==> config.mk <==
export PLATFORM = sky130hd
export DESIGN_NAME = hsv_to_rgb_converter_core
export DESIGN_NICKNAME = d
export VERILOG_FILES = /design/src/hdl/hsvrgb_pkg.sv /design/src/hdl/hsv_to_rgb_converter_core.sv
export SDC_FILE = /design/constraint.sdc
export NUM_CORES = 2
export LEC_CHECK = 0
export ABC_AREA = 1
export BUFFER_PORTS_ARGS = -buffer_cell sky130_fd_sc_hd__buf_4
export CAP_MARGIN = 20
export CORE_MARGIN = 10
export CORE_UTILIZATION = 70
export CTS_CLUSTER_SIZE = 16
export DETAILED_ROUTE_END_ITERATION = 8
export PLACE_DENSITY = 0.87
export SYNTH_ARGS = -nofsm -noshare
export SYNTH_HDL_FRONTEND = slang
export SYNTH_SLANG_ARGS = --single-unit
==> constraint.sdc <==
create_clock -name i_clk -period 16.5 [get_ports i_clk]
set_input_delay 1.65 -clock i_clk [delete_from_list [all_inputs] [get_ports i_clk]]
set_output_delay 1.65 -clock i_clk [all_outputs]
set_load 0.01 [all_outputs]
==> src/hdl/hsvrgb_pkg.sv <==
// ----------------------------------------------------------------------------
// HSV to RGB converter package
// Word types for both channels, fixed-point constants and sector codes that
// the conversion pipeline shares.
// ----------------------------------------------------------------------------
package hsvrgb_pkg;

    // Default number of fraction bits in the internal color values.
    localparam int FRAC_BITS_DEF = 20;

    // Port field widths.
    localparam int HUE_W  = 16;
    localparam int PCT_W  = 12;
    localparam int CHAN_W = 8;

    // Input ranges: hue in 1/64 degree, saturation and value in 1/16 percent.
    localparam int HUE_FULL   = 23040;
    localparam int HUE_SECTOR = 3840;
    localparam int HUE_PERIOD = 7680;
    localparam int PCT_FULL   = 1600;

    // Internal widths of checked, unsigned values.
    localparam int HU_W = 15;   // hue 0..23040
    localparam int PU_W = 11;   // saturation or value 0..1600
    localparam int T_W  = 13;   // hue within a 120 degree period, 0..7680
    localparam int W_W  = 12;   // distance to the sector border, 0..3840
    localparam int P_W  = 22;   // s * v, 0..2560000

    // Value scaling: v * 2^F / 1600 = v * 2^(F-6) / 25, split as v = 25 * a + b.
    localparam int VF_DIV   = 25;
    localparam int AV_SHIFT = 16;
    localparam int AVR_W    = 12;
    localparam int AV_W     = 7;
    localparam int BV_W     = 5;
    localparam logic [AVR_W-1:0] AV_RECIP =
        AVR_W'(((64'd1 << AV_SHIFT) + VF_DIV - 1) / VF_DIV);

    // Chroma scaling: s * v * 2^F / 2560000 = p * 2^(F-12) / 625, split as
    // p = 625 * q + r.
    localparam int C_DIV   = 625;
    localparam int Q_SHIFT = 32;
    localparam int QR_W    = 23;
    localparam int Q_W     = 13;
    localparam int R_W     = 10;
    localparam int R_SHIFT = 20;
    localparam logic [QR_W-1:0] Q_RECIP =
        QR_W'(((64'd1 << Q_SHIFT) + C_DIV - 1) / C_DIV);

    // Secondary component: C * w / 3840 = ((C * w) >> 8) / 15.
    localparam int X_SHIFT = 8;
    localparam int Z_DIV   = 15;
    localparam int Z_LOG   = 4;
    localparam int L_W     = 16;
    localparam int Z_W     = 20;
    localparam int Z_SHIFT = Z_W + Z_LOG;
    localparam int ZR_W    = 21;
    localparam int ZQ_W    = 17;
    localparam logic [ZR_W-1:0] Z_RECIP =
        ZR_W'(((64'd1 << Z_SHIFT) + Z_DIV - 1) / Z_DIV);

    // Pipeline depth.
    localparam int NUM_STAGES = 12;

    // The six 60 degree hue sectors.
    localparam logic [2:0] SEC_RY = 3'd0;   // red to yellow
    localparam logic [2:0] SEC_YG = 3'd1;   // yellow to green
    localparam logic [2:0] SEC_GC = 3'd2;   // green to cyan
    localparam logic [2:0] SEC_CB = 3'd3;   // cyan to blue
    localparam logic [2:0] SEC_BM = 3'd4;   // blue to magenta
    localparam logic [2:0] SEC_MR = 3'd5;   // magenta to red

    // Input word: one HSV color.
    typedef struct packed {
        logic signed [HUE_W-1:0] hue;
        logic signed [PCT_W-1:0] saturation;
        logic signed [PCT_W-1:0] brightness;
    } t_hsv_word;

    // Output word: one RGB color and the range flag.
    typedef struct packed {
        logic [CHAN_W-1:0] red;
        logic [CHAN_W-1:0] green;
        logic [CHAN_W-1:0] blue;
        logic              invalid;
    } t_rgb_word;

endpackage

==> src/hdl/hsv_to_rgb_converter_core.sv <==
// An accepted input word passes through every stage register on its way to the output word.
// Throughput: one word per clock while i_stall is low; a new word may enter on every cycle that o_stall is low.
// The depth comes from the chain of reciprocal multiplies for the constant
// divisions by 625 and 15, each followed by its correction stage.
// Reset clears the valid bits of all twelve stages; data registers are not reset.
// ----------------------------------------------------------------------------
// HSV to RGB converter core
// Converts one HSV color per clock into 8-bit red, green and blue channels in
// a twelve-stage fixed-point pipeline with per-stage valid and backpressure.
// ----------------------------------------------------------------------------
module hsv_to_rgb_converter_core #(
    parameter int FRAC_BITS = hsvrgb_pkg::FRAC_BITS_DEF
) (
    input  logic                  i_clk,
    input  logic                  i_rst_n,
    input  logic                  i_valid,
    output logic                  o_stall,
    input  hsvrgb_pkg::t_hsv_word i_hsv,
    output logic                  o_valid,
    input  logic                  i_stall,
    output hsvrgb_pkg::t_rgb_word o_rgb
);
    import hsvrgb_pkg::*;

    // Widths that follow from the fraction size.
    localparam int K1   = FRAC_BITS - 12;     // chroma shift after the /625 split
    localparam int K2   = FRAC_BITS - 6;      // value shift after the /25 split
    localparam int VW   = FRAC_BITS + 1;      // fraction values 0..2^F
    localparam int RFW  = K1 + 1;
    localparam int A1W  = K1 + 11;
    localparam int R1PW = R_W + A1W;
    localparam int YW   = FRAC_BITS + 5;
    localparam int HW   = YW - L_W;
    localparam int AHW  = HW + 1;
    localparam int HPW  = 2 * HW + 4;
    localparam int SW   = VW + CHAN_W;

    localparam logic [A1W-1:0] R_RECIP =
        A1W'(((64'd1 << (R_SHIFT + K1)) + C_DIV - 1) / C_DIV);
    localparam logic [AHW-1:0] H_RECIP =
        AHW'(((64'd1 << (HW + Z_LOG)) + Z_DIV - 1) / Z_DIV);

    // Scale a fraction of 2^F to a channel: floor(val * 255 / 2^F).
    function automatic logic [CHAN_W-1:0] to_chan(input logic [VW-1:0] val);
        logic [SW-1:0] scaled;
        scaled = (SW'(val) << CHAN_W) - SW'(val);
        return scaled[FRAC_BITS +: CHAN_W];
    endfunction

    // Table of floor(b * 2^(F-6) / 25) for the value remainder b.
    logic [K2-1:0] w_vf_frac_tbl [VF_DIV];
    for (genvar gi = 0; gi < VF_DIV; gi++) begin : g_vf_tbl
        localparam logic [K2-1:0] TV = K2'((64'(gi) << K2) / VF_DIV);
        assign w_vf_frac_tbl[gi] = TV;
    end

    // ------------------------------------------------------------------
    // Handshake: a stage loads a valid input when it is empty or its successor is ready.
    // ------------------------------------------------------------------
    logic [NUM_STAGES-1:0] r_vld;
    logic [NUM_STAGES-1:0] w_rdy;
    logic [NUM_STAGES-1:0] w_vin;
    logic [NUM_STAGES-1:0] w_ld;

    always_comb begin
        w_rdy[NUM_STAGES-1] = !r_vld[NUM_STAGES-1] || !i_stall;
        for (int s = NUM_STAGES - 2; s >= 0; s--) begin
            w_rdy[s] = !r_vld[s] || w_rdy[s+1];
        end
    end

    assign w_vin = {r_vld[NUM_STAGES-2:0], i_valid};
    assign w_ld  = w_rdy & w_vin;

    always_ff @(posedge i_clk) begin
        if (!i_rst_n) begin
            r_vld <= '0;
        end else begin
            r_vld <= (r_vld & ~w_rdy) | (w_vin & w_rdy);
        end
    end

    assign o_stall = !w_rdy[0];
    assign o_valid = r_vld[NUM_STAGES-1];

    // ------------------------------------------------------------------
    // Stage 1: range check, hue sector and border distance, s * v, v / 25.
    // An out of range word runs through with zeros, which yields black.
    // ------------------------------------------------------------------
    logic                      w_bad;
    logic [HU_W-1:0]           w_hu;
    logic [PU_W-1:0]           w_s;
    logic [PU_W-1:0]           w_v;
    logic [HU_W-1:0]           w_base;
    logic [T_W-1:0]            w_t;
    logic [PU_W+AVR_W-1:0]     w_avprod;
    logic [2:0]                n_s1_sec;
    logic [W_W-1:0]            n_s1_w;
    logic                      r_s1_inv;
    logic [2:0]                r_s1_sec;
    logic [W_W-1:0]            r_s1_w;
    logic [P_W-1:0]            r_s1_p;
    logic [AV_W-1:0]           r_s1_av;
    logic [PU_W-1:0]           r_s1_v;

    always_comb begin
        w_bad = i_hsv.hue[HUE_W-1] || (i_hsv.hue > HUE_W'(HUE_FULL))
             || i_hsv.saturation[PCT_W-1] || (i_hsv.saturation > PCT_W'(PCT_FULL))
             || i_hsv.brightness[PCT_W-1] || (i_hsv.brightness > PCT_W'(PCT_FULL));
        w_hu = w_bad ? '0 : i_hsv.hue[HU_W-1:0];
        w_s  = w_bad ? '0 : i_hsv.saturation[PU_W-1:0];
        w_v  = w_bad ? '0 : i_hsv.brightness[PU_W-1:0];

        // Full circle of 360 degrees falls into the last sector.
        priority if (w_hu >= HU_W'(5 * HUE_SECTOR)) begin
            n_s1_sec = SEC_MR;
        end else if (w_hu >= HU_W'(4 * HUE_SECTOR)) begin
            n_s1_sec = SEC_BM;
        end else if (w_hu >= HU_W'(3 * HUE_SECTOR)) begin
            n_s1_sec = SEC_CB;
        end else if (w_hu >= HU_W'(2 * HUE_SECTOR)) begin
            n_s1_sec = SEC_GC;
        end else if (w_hu >= HU_W'(HUE_SECTOR)) begin
            n_s1_sec = SEC_YG;
        end else begin
            n_s1_sec = SEC_RY;
        end

        unique case (n_s1_sec)
            SEC_RY, SEC_YG: begin
                w_base = '0;
            end
            SEC_GC, SEC_CB: begin
                w_base = HU_W'(HUE_PERIOD);
            end
            default: begin
                w_base = HU_W'(2 * HUE_PERIOD);
            end
        endcase

        w_t = T_W'(w_hu - w_base);
        if (w_t >= T_W'(HUE_SECTOR)) begin
            n_s1_w = W_W'(T_W'(HUE_PERIOD) - w_t);
        end else begin
            n_s1_w = W_W'(w_t);
        end

        w_avprod = (PU_W + AVR_W)'(w_v) * (PU_W + AVR_W)'(AV_RECIP);
    end

    always_ff @(posedge i_clk) begin
        if (w_ld[0]) begin
            r_s1_inv <= w_bad;
            r_s1_sec <= n_s1_sec;
            r_s1_w   <= n_s1_w;
            r_s1_p   <= P_W'(w_s) * P_W'(w_v);
            r_s1_av  <= w_avprod[AV_SHIFT +: AV_W];
            r_s1_v   <= w_v;
        end
    end

    // ------------------------------------------------------------------
    // Stage 2: estimate p / 625, finish the scaled value Vf.
    // ------------------------------------------------------------------
    logic [P_W+QR_W-1:0] w_qprod;
    logic [PU_W-1:0]     w_av25;
    logic [BV_W-1:0]     w_bv;
    logic                r_s2_inv;
    logic [2:0]          r_s2_sec;
    logic [W_W-1:0]      r_s2_w;
    logic [P_W-1:0]      r_s2_p;
    logic [Q_W-1:0]      r_s2_q;
    logic [VW-1:0]       r_s2_vf;

    assign w_qprod = (P_W + QR_W)'(r_s1_p) * (P_W + QR_W)'(Q_RECIP);
    assign w_av25  = PU_W'(r_s1_av) * PU_W'(VF_DIV);
    assign w_bv    = BV_W'(r_s1_v - w_av25);

    always_ff @(posedge i_clk) begin
        if (w_ld[1]) begin
            r_s2_inv <= r_s1_inv;
            r_s2_sec <= r_s1_sec;
            r_s2_w   <= r_s1_w;
            r_s2_p   <= r_s1_p;
            r_s2_q   <= w_qprod[Q_SHIFT +: Q_W];
            r_s2_vf  <= (VW'(r_s1_av) << K2) + VW'(w_vf_frac_tbl[w_bv]);
        end
    end

    // ------------------------------------------------------------------
    // Stage 3: remainder of p / 625.
    // ------------------------------------------------------------------
    logic           r_s3_inv;
    logic [2:0]     r_s3_sec;
    logic [W_W-1:0] r_s3_w;
    logic [Q_W-1:0] r_s3_q;
    logic [R_W-1:0] r_s3_r;
    logic [VW-1:0]  r_s3_vf;

    always_ff @(posedge i_clk) begin
        if (w_ld[2]) begin
            r_s3_inv <= r_s2_inv;
            r_s3_sec <= r_s2_sec;
            r_s3_w   <= r_s2_w;
            r_s3_q   <= r_s2_q;
            r_s3_r   <= R_W'(r_s2_p - P_W'(r_s2_q) * P_W'(C_DIV));
            r_s3_vf  <= r_s2_vf;
        end
    end

    // ------------------------------------------------------------------
    // Stage 4: fraction part of chroma, floor(r * 2^(F-12) / 625).
    // ------------------------------------------------------------------
    logic [R1PW-1:0] w_rprod;
    logic            r_s4_inv;
    logic [2:0]      r_s4_sec;
    logic [W_W-1:0]  r_s4_w;
    logic [Q_W-1:0]  r_s4_q;
    logic [RFW-1:0]  r_s4_rf;
    logic [VW-1:0]   r_s4_vf;

    assign w_rprod = R1PW'(r_s3_r) * R1PW'(R_RECIP);

    always_ff @(posedge i_clk) begin
        if (w_ld[3]) begin
            r_s4_inv <= r_s3_inv;
            r_s4_sec <= r_s3_sec;
            r_s4_w   <= r_s3_w;
            r_s4_q   <= r_s3_q;
            r_s4_rf  <= w_rprod[R_SHIFT +: RFW];
            r_s4_vf  <= r_s3_vf;
        end
    end

    // ------------------------------------------------------------------
    // Stage 5: assemble chroma C.
    // ------------------------------------------------------------------
    logic           r_s5_inv;
    logic [2:0]     r_s5_sec;
    logic [W_W-1:0] r_s5_w;
    logic [VW-1:0]  r_s5_c;
    logic [VW-1:0]  r_s5_vf;

    always_ff @(posedge i_clk) begin
        if (w_ld[4]) begin
            r_s5_inv <= r_s4_inv;
            r_s5_sec <= r_s4_sec;
            r_s5_w   <= r_s4_w;
            r_s5_c   <= (VW'(r_s4_q) << K1) + VW'(r_s4_rf);
            r_s5_vf  <= r_s4_vf;
        end
    end

    // ------------------------------------------------------------------
    // Stage 6: C * w / 256 and the offset m = Vf - C.
    // ------------------------------------------------------------------
    logic [VW+W_W-1:0] w_cw;
    logic              r_s6_inv;
    logic [2:0]        r_s6_sec;
    logic [VW-1:0]     r_s6_c;
    logic [VW-1:0]     r_s6_m;
    logic [YW-1:0]     r_s6_y;

    assign w_cw = (VW + W_W)'(r_s5_c) * (VW + W_W)'(r_s5_w);

    always_ff @(posedge i_clk) begin
        if (w_ld[5]) begin
            r_s6_inv <= r_s5_inv;
            r_s6_sec <= r_s5_sec;
            r_s6_c   <= r_s5_c;
            r_s6_m   <= r_s5_vf - r_s5_c;
            r_s6_y   <= YW'(w_cw >> X_SHIFT);
        end
    end

    // ------------------------------------------------------------------
    // Stage 7: divide the upper part of y by 15.
    // ------------------------------------------------------------------
    logic [HPW-1:0] w_hprod;
    logic           r_s7_inv;
    logic [2:0]     r_s7_sec;
    logic [VW-1:0]  r_s7_c;
    logic [VW-1:0]  r_s7_m;
    logic [HW-1:0]  r_s7_h;
    logic [HW-1:0]  r_s7_hq;
    logic [L_W-1:0] r_s7_l;

    assign w_hprod = HPW'(r_s6_y[YW-1:L_W]) * HPW'(H_RECIP);

    always_ff @(posedge i_clk) begin
        if (w_ld[6]) begin
            r_s7_inv <= r_s6_inv;
            r_s7_sec <= r_s6_sec;
            r_s7_c   <= r_s6_c;
            r_s7_m   <= r_s6_m;
            r_s7_h   <= r_s6_y[YW-1:L_W];
            r_s7_hq  <= w_hprod[HW + Z_LOG +: HW];
            r_s7_l   <= r_s6_y[L_W-1:0];
        end
    end

    // ------------------------------------------------------------------
    // Stage 8: carry the upper remainder into the lower part.
    // ------------------------------------------------------------------
    logic [HW+Z_LOG-1:0] w_hr_full;
    logic                r_s8_inv;
    logic [2:0]          r_s8_sec;
    logic [VW-1:0]       r_s8_c;
    logic [VW-1:0]       r_s8_m;
    logic [HW-1:0]       r_s8_hq;
    logic [Z_W-1:0]      r_s8_z;

    assign w_hr_full = (HW + Z_LOG)'(r_s7_h) - ((HW + Z_LOG)'(r_s7_hq) << Z_LOG)
                     + (HW + Z_LOG)'(r_s7_hq);

    always_ff @(posedge i_clk) begin
        if (w_ld[7]) begin
            r_s8_inv <= r_s7_inv;
            r_s8_sec <= r_s7_sec;
            r_s8_c   <= r_s7_c;
            r_s8_m   <= r_s7_m;
            r_s8_hq  <= r_s7_hq;
            r_s8_z   <= {w_hr_full[Z_LOG-1:0], r_s7_l};
        end
    end

    // ------------------------------------------------------------------
    // Stage 9: divide the lower part by 15.
    // ------------------------------------------------------------------
    logic [Z_W+ZR_W-1:0] w_zprod;
    logic                r_s9_inv;
    logic [2:0]          r_s9_sec;
    logic [VW-1:0]       r_s9_c;
    logic [VW-1:0]       r_s9_m;
    logic [HW-1:0]       r_s9_hq;
    logic [ZQ_W-1:0]     r_s9_zq;

    assign w_zprod = (Z_W + ZR_W)'(r_s8_z) * (Z_W + ZR_W)'(Z_RECIP);

    always_ff @(posedge i_clk) begin
        if (w_ld[8]) begin
            r_s9_inv <= r_s8_inv;
            r_s9_sec <= r_s8_sec;
            r_s9_c   <= r_s8_c;
            r_s9_m   <= r_s8_m;
            r_s9_hq  <= r_s8_hq;
            r_s9_zq  <= w_zprod[Z_SHIFT +: ZQ_W];
        end
    end

    // ------------------------------------------------------------------
    // Stage 10: assemble the secondary component X.
    // ------------------------------------------------------------------
    logic          r_s10_inv;
    logic [2:0]    r_s10_sec;
    logic [VW-1:0] r_s10_c;
    logic [VW-1:0] r_s10_m;
    logic [VW-1:0] r_s10_x;

    always_ff @(posedge i_clk) begin
        if (w_ld[9]) begin
            r_s10_inv <= r_s9_inv;
            r_s10_sec <= r_s9_sec;
            r_s10_c   <= r_s9_c;
            r_s10_m   <= r_s9_m;
            r_s10_x   <= VW'((YW'(r_s9_hq) << L_W) + YW'(r_s9_zq));
        end
    end

    // ------------------------------------------------------------------
    // Stage 11: place C, X and zero by sector and add the offset.
    // ------------------------------------------------------------------
    logic [VW-1:0] w_cr;
    logic [VW-1:0] w_cg;
    logic [VW-1:0] w_cb;
    logic          r_s11_inv;
    logic [VW-1:0] r_s11_m;
    logic [VW-1:0] r_s11_r;
    logic [VW-1:0] r_s11_g;
    logic [VW-1:0] r_s11_b;

    always_comb begin
        unique case (r_s10_sec)
            SEC_RY: begin
                w_cr = r_s10_c;
                w_cg = r_s10_x;
                w_cb = '0;
            end
            SEC_YG: begin
                w_cr = r_s10_x;
                w_cg = r_s10_c;
                w_cb = '0;
            end
            SEC_GC: begin
                w_cr = '0;
                w_cg = r_s10_c;
                w_cb = r_s10_x;
            end
            SEC_CB: begin
                w_cr = '0;
                w_cg = r_s10_x;
                w_cb = r_s10_c;
            end
            SEC_BM: begin
                w_cr = r_s10_x;
                w_cg = '0;
                w_cb = r_s10_c;
            end
            default: begin
                w_cr = r_s10_c;
                w_cg = '0;
                w_cb = r_s10_x;
            end
        endcase
    end

    always_ff @(posedge i_clk) begin
        if (w_ld[10]) begin
            r_s11_inv <= r_s10_inv;
            r_s11_m   <= r_s10_m;
            r_s11_r   <= w_cr + r_s10_m;
            r_s11_g   <= w_cg + r_s10_m;
            r_s11_b   <= w_cb + r_s10_m;
        end
    end

    // ------------------------------------------------------------------
    // Stage 12: scale to 8-bit channels; this is the output register.
    // ------------------------------------------------------------------
    t_rgb_word r_s12_word;

    always_ff @(posedge i_clk) begin
        if (w_ld[11]) begin
            r_s12_word.red     <= to_chan(r_s11_r);
            r_s12_word.green   <= to_chan(r_s11_g);
            r_s12_word.blue    <= to_chan(r_s11_b);
            r_s12_word.invalid <= r_s11_inv;
        end
    end

    assign o_rgb = r_s12_word;

    // ------------------------------------------------------------------
    // Assertions.
    // ------------------------------------------------------------------

    // The input side stalls only when every stage holds a word.
    a_stall_only_when_full: assert property (@(posedge i_clk) disable iff (!i_rst_n)
        o_stall |-> (&r_vld))
        else $error("input stalled while a pipeline stage was empty");

    // The secondary component never exceeds chroma.
    a_x_within_chroma: assert property (@(posedge i_clk) disable iff (!i_rst_n)
        r_vld[9] |-> (r_s10_x <= r_s10_c))
        else $error("secondary component larger than chroma");

    // One channel always carries the bare offset.
    a_one_channel_offset: assert property (@(posedge i_clk) disable iff (!i_rst_n)
        r_vld[10] |-> (r_s11_r == r_s11_m || r_s11_g == r_s11_m || r_s11_b == r_s11_m))
        else $error("no channel equals the offset");

    // An out of range color comes out black.
    a_invalid_is_black: assert property (@(posedge i_clk) disable iff (!i_rst_n)
        (o_valid && o_rgb.invalid) |->
            (o_rgb.red == '0 && o_rgb.green == '0 && o_rgb.blue == '0))
        else $error("invalid word with nonzero channels");

    // Reset empties the pipeline.
    a_reset_empties: assert property (@(posedge i_clk)
        !i_rst_n |=> !o_valid)
        else $error("output valid right after reset");

endmodule
==> summary.txt <==
Status
  – Status: completed

Setup path
  – Crit Path Class: primary input to register
  – Crit-path max cell delay: roughly 0.55 ns
  – Crit path to: r_s1_p[19]
  – Worst r2r dst: r_s2_q[8]
  – Crit start category: primary input
  – Crit path required time: around 17 ns
  – Setup crit end kind: register
  – Origin of the critical flop-to-flop path: r_s1_p[1]
  – Setup crit start: i_hsv[17]
  – FF-to-FF path depth: 20
  – Crit path DAT: roughly 8.4 ns
  – Slowest CP cell: fa_1
  – Largest fanout on the critical path: 25
  – R2R Setup Slk: around 10 ns

Logic synthesis
  – Post-synth top flop: edfxtp_1
  – Top cells by area, synth: edfxtp_1 (35%), fa_1 (19%), ha_1 (16%)
  – Seq/Total Area, Yosys: 0.350
  – Synth Cell Area: approximately 0.063 mm²
  – Yosys reg bits: ~740
  – Yosys cell types: around 50
  – Synthesis Warnings: 0
  – Post-synth top area share: 0.346
  – Share of flip-flops with an asynchronous set or reset: 0
  – Post-synth EDFFs: between 700 and 800
  – Mapped Cells: 6253
  – Avg Cell Area, Syn: approximately 10 µm²
  – Syn_nets: about 7.7k
  – Largest area contributor in the netlist: edfxtp_1

Placed design
  – Buffers on Ports: 70
  – Placed Area: 0.0648 mm²
  – DPL Wire Length: 124000 µm
  – Gpl congestion: 1.02

Die
  – Die height: roughly 320 µm
  – Site row count: about 110
  – Initial Util: 0.708
  – Die area: approximately 0.10 mm²
  – Core ar.: ~0.089 mm²
  – Die W: roughly 320 µm
  – I/O pin total: 71

Timing
  – Finish-stage setup viols: 0
  – Slew Limit Fails: 0
  – Fin crit period: around 8 ns
  – RSZ-0062 raised after global routing: no
  – Clk_skew: about 0.048 ns
  – Worst-margin pin slew: about 1.1 ns
  – Setup_tns: 0 ns
  – Final period util: 0.487
  – F_max: ~0.12 GHz
  – Worst slew margin: 0.261
  – Fin. Hold Viols: 0

Layout
  – Share of layout cells above drive strength 1: 0.0408
  – Nets: roughly 7.8k
  – ANT cells: 0
  – Register area: between 0.02 and 0.025 mm²
  – # fillers: between 5k and 6k
  – Layout area overhead: 6.94%
  – Post-route cell area: just under 0.07 mm²
  – Core Util, Final: 0.758
  – Multi-input gate area: between 0.03 and 0.04 mm²

CTS
  – Root Buffer: clkbuf_16
  – CTS Hold Bufs: 0
  – CTS Buffer Depth: 3
  – Num CTS Buffers: between 70 and 80
  – Clk sinks: ~740
  – Clk slew on worst S/H paths: roughly 0.070 ns
  – H-tree depth: 3
  – Worst skew pair latency: 0.66 ns
  – Post-CTS Setup Inserts: 0
  – CTS tree: yes
  – CTS resizes: 0

Global routing
  – Largest net degree at the start of global routing: 72
  – First-pass GRT wire length: around 250000 µm
  – Remaining Overflow, GRT: 0
  – Vias in the first global route: approximately 47k
  – Initial antenna violation count: 1
  – GRT Util Overall: 0.314

Run
  – Max Cap Viol: 0

Drt
  – Post-DR wirelength/cell: approximately 21 µm
  – Post-route ant nets: 0
  – Pre-Repair DR Iteration Count: 9
  – Residual DRC: 0
  – Routed wire length: approximately 160000 µm
  – Via count: about 45k
  – Initial DRC Count: roughly 4.1k
  – Via density: roughly 6

Worst hold path
  – Min-Delay Path Depth: 0
  – Worst Hold Class: register to register
-- per-layer routing --
layer	part of all wire	wire length (µm)	global-route usage	vias up
met1	0.39	61800	0.397	21700
met5	0	0	0	-
li1	-	-	-	20500
met4	0.050	8020	0.142	0
met3	0.087	13900	0.0630	557
met2	0.47	75400	0.522	2231
-- worst max-delay path, delay by kind of cell --
kind	cells	cell delay (ns)
XOR/XNOR	1	0.07
adder cells (fa/ha/maj)	6	3.03
buffers and inverters	6	0.93
AND/OR/NAND/NOR	16	2.69
-- final cells by class --
type	instances	share of cell area
multi-input cells	4049	0.527
flip-flops and latches	736	0.327
clock inverters	38	0.00549
inverters	1399	0.0781
clock buffers	100	0.0307
well taps	1165	0.0217
repair buffers	93	0.0104
-- cells by family (layout without fill, tap and decap cells) --
| kind of cell | count (synthesis) | after routing | synth area share |
|---|---|---|---|
| adders and majority gates | 1427 | 1427 | 0.355 |
| DFF | 736 | 736 | 0.350 |
| AOI/OAI and AO/OA | 741 | 741 | 0.0670 |
| buffers and inverters | 1468 | 1630 | 0.0881 |
| and+or+nand+nor | 1639 | 1639 | 0.106 |
| xor gates and xnor gates | 242 | 242 | 0.0337 |
-- worst min-delay path by stage --
stage                        endpoint       start  slack, ns
after floorplan              o_rgb[0]   r_s11_inv       0.40
after global placement     r_s10_c[2]   r_s9_c[2]       0.40
after detailed placement  r_s10_c[19]  r_s9_c[19]       0.40
after CTS                  r_s8_z[13]  r_s7_l[13]       0.41
after global routing       r_s10_m[1]   r_s9_m[1]       0.41
final                      r_s10_m[1]   r_s9_m[1]       0.41
-- synthesized netlist by cell type (all sizes together), types with 3 or more instances --
cell type     n
a31oi        31
o211ai       20
ha          828
buf          11
nor4         17
o21ai       188
a21o         28
clkbuf       58
a21oi       313
dfxtp        12
nand3       139
a32oi         3
edfxtp      724
o31ai        13
o221ai        6
o21a         24
fa          599
inv        1398
nor3b         4
and3          3
nand2       959
o2111ai       4
o21bai       26
nor3         41
xnor2        69
xor2        173
a211oi       12
nand4        58
a21boi        4
o22ai        64
nor2        411
-- placed cells by master, fill, tap and decap left out, types with 28 or more instances in the layout --
cell	instances
a21o_1	28
a21oi_1	311
nor3_1	41
nand3_1	137
xor2_1	173
nand4_1	58
inv_2	29
edfxtp_1	724
o22ai_1	64
o21ai_0	173
inv_1	1368
clkbuf_16	77
a31oi_1	31
nand2_1	954
ha_1	828
nor2_1	397
buf_4	93
fa_1	599
xnor2_1	69
-- through the flow --
stage | worst slack, ns | instances | hold slack, ns
after detailed placement | 7.94 | 7442 | 0.405
after CTS | 8.61 | 7580 | 0.407
after global placement | 7.99 | 7442 | 0.400
final | 8.47 | 7580 | 0.406
after global routing | 8.03 | 7580 | 0.407
after floorplan | 9.27 | 6253 | 0.400
Power is not shown: default switching activity piles up to over one toggle a cycle in this logic, so the estimate is an artifact.
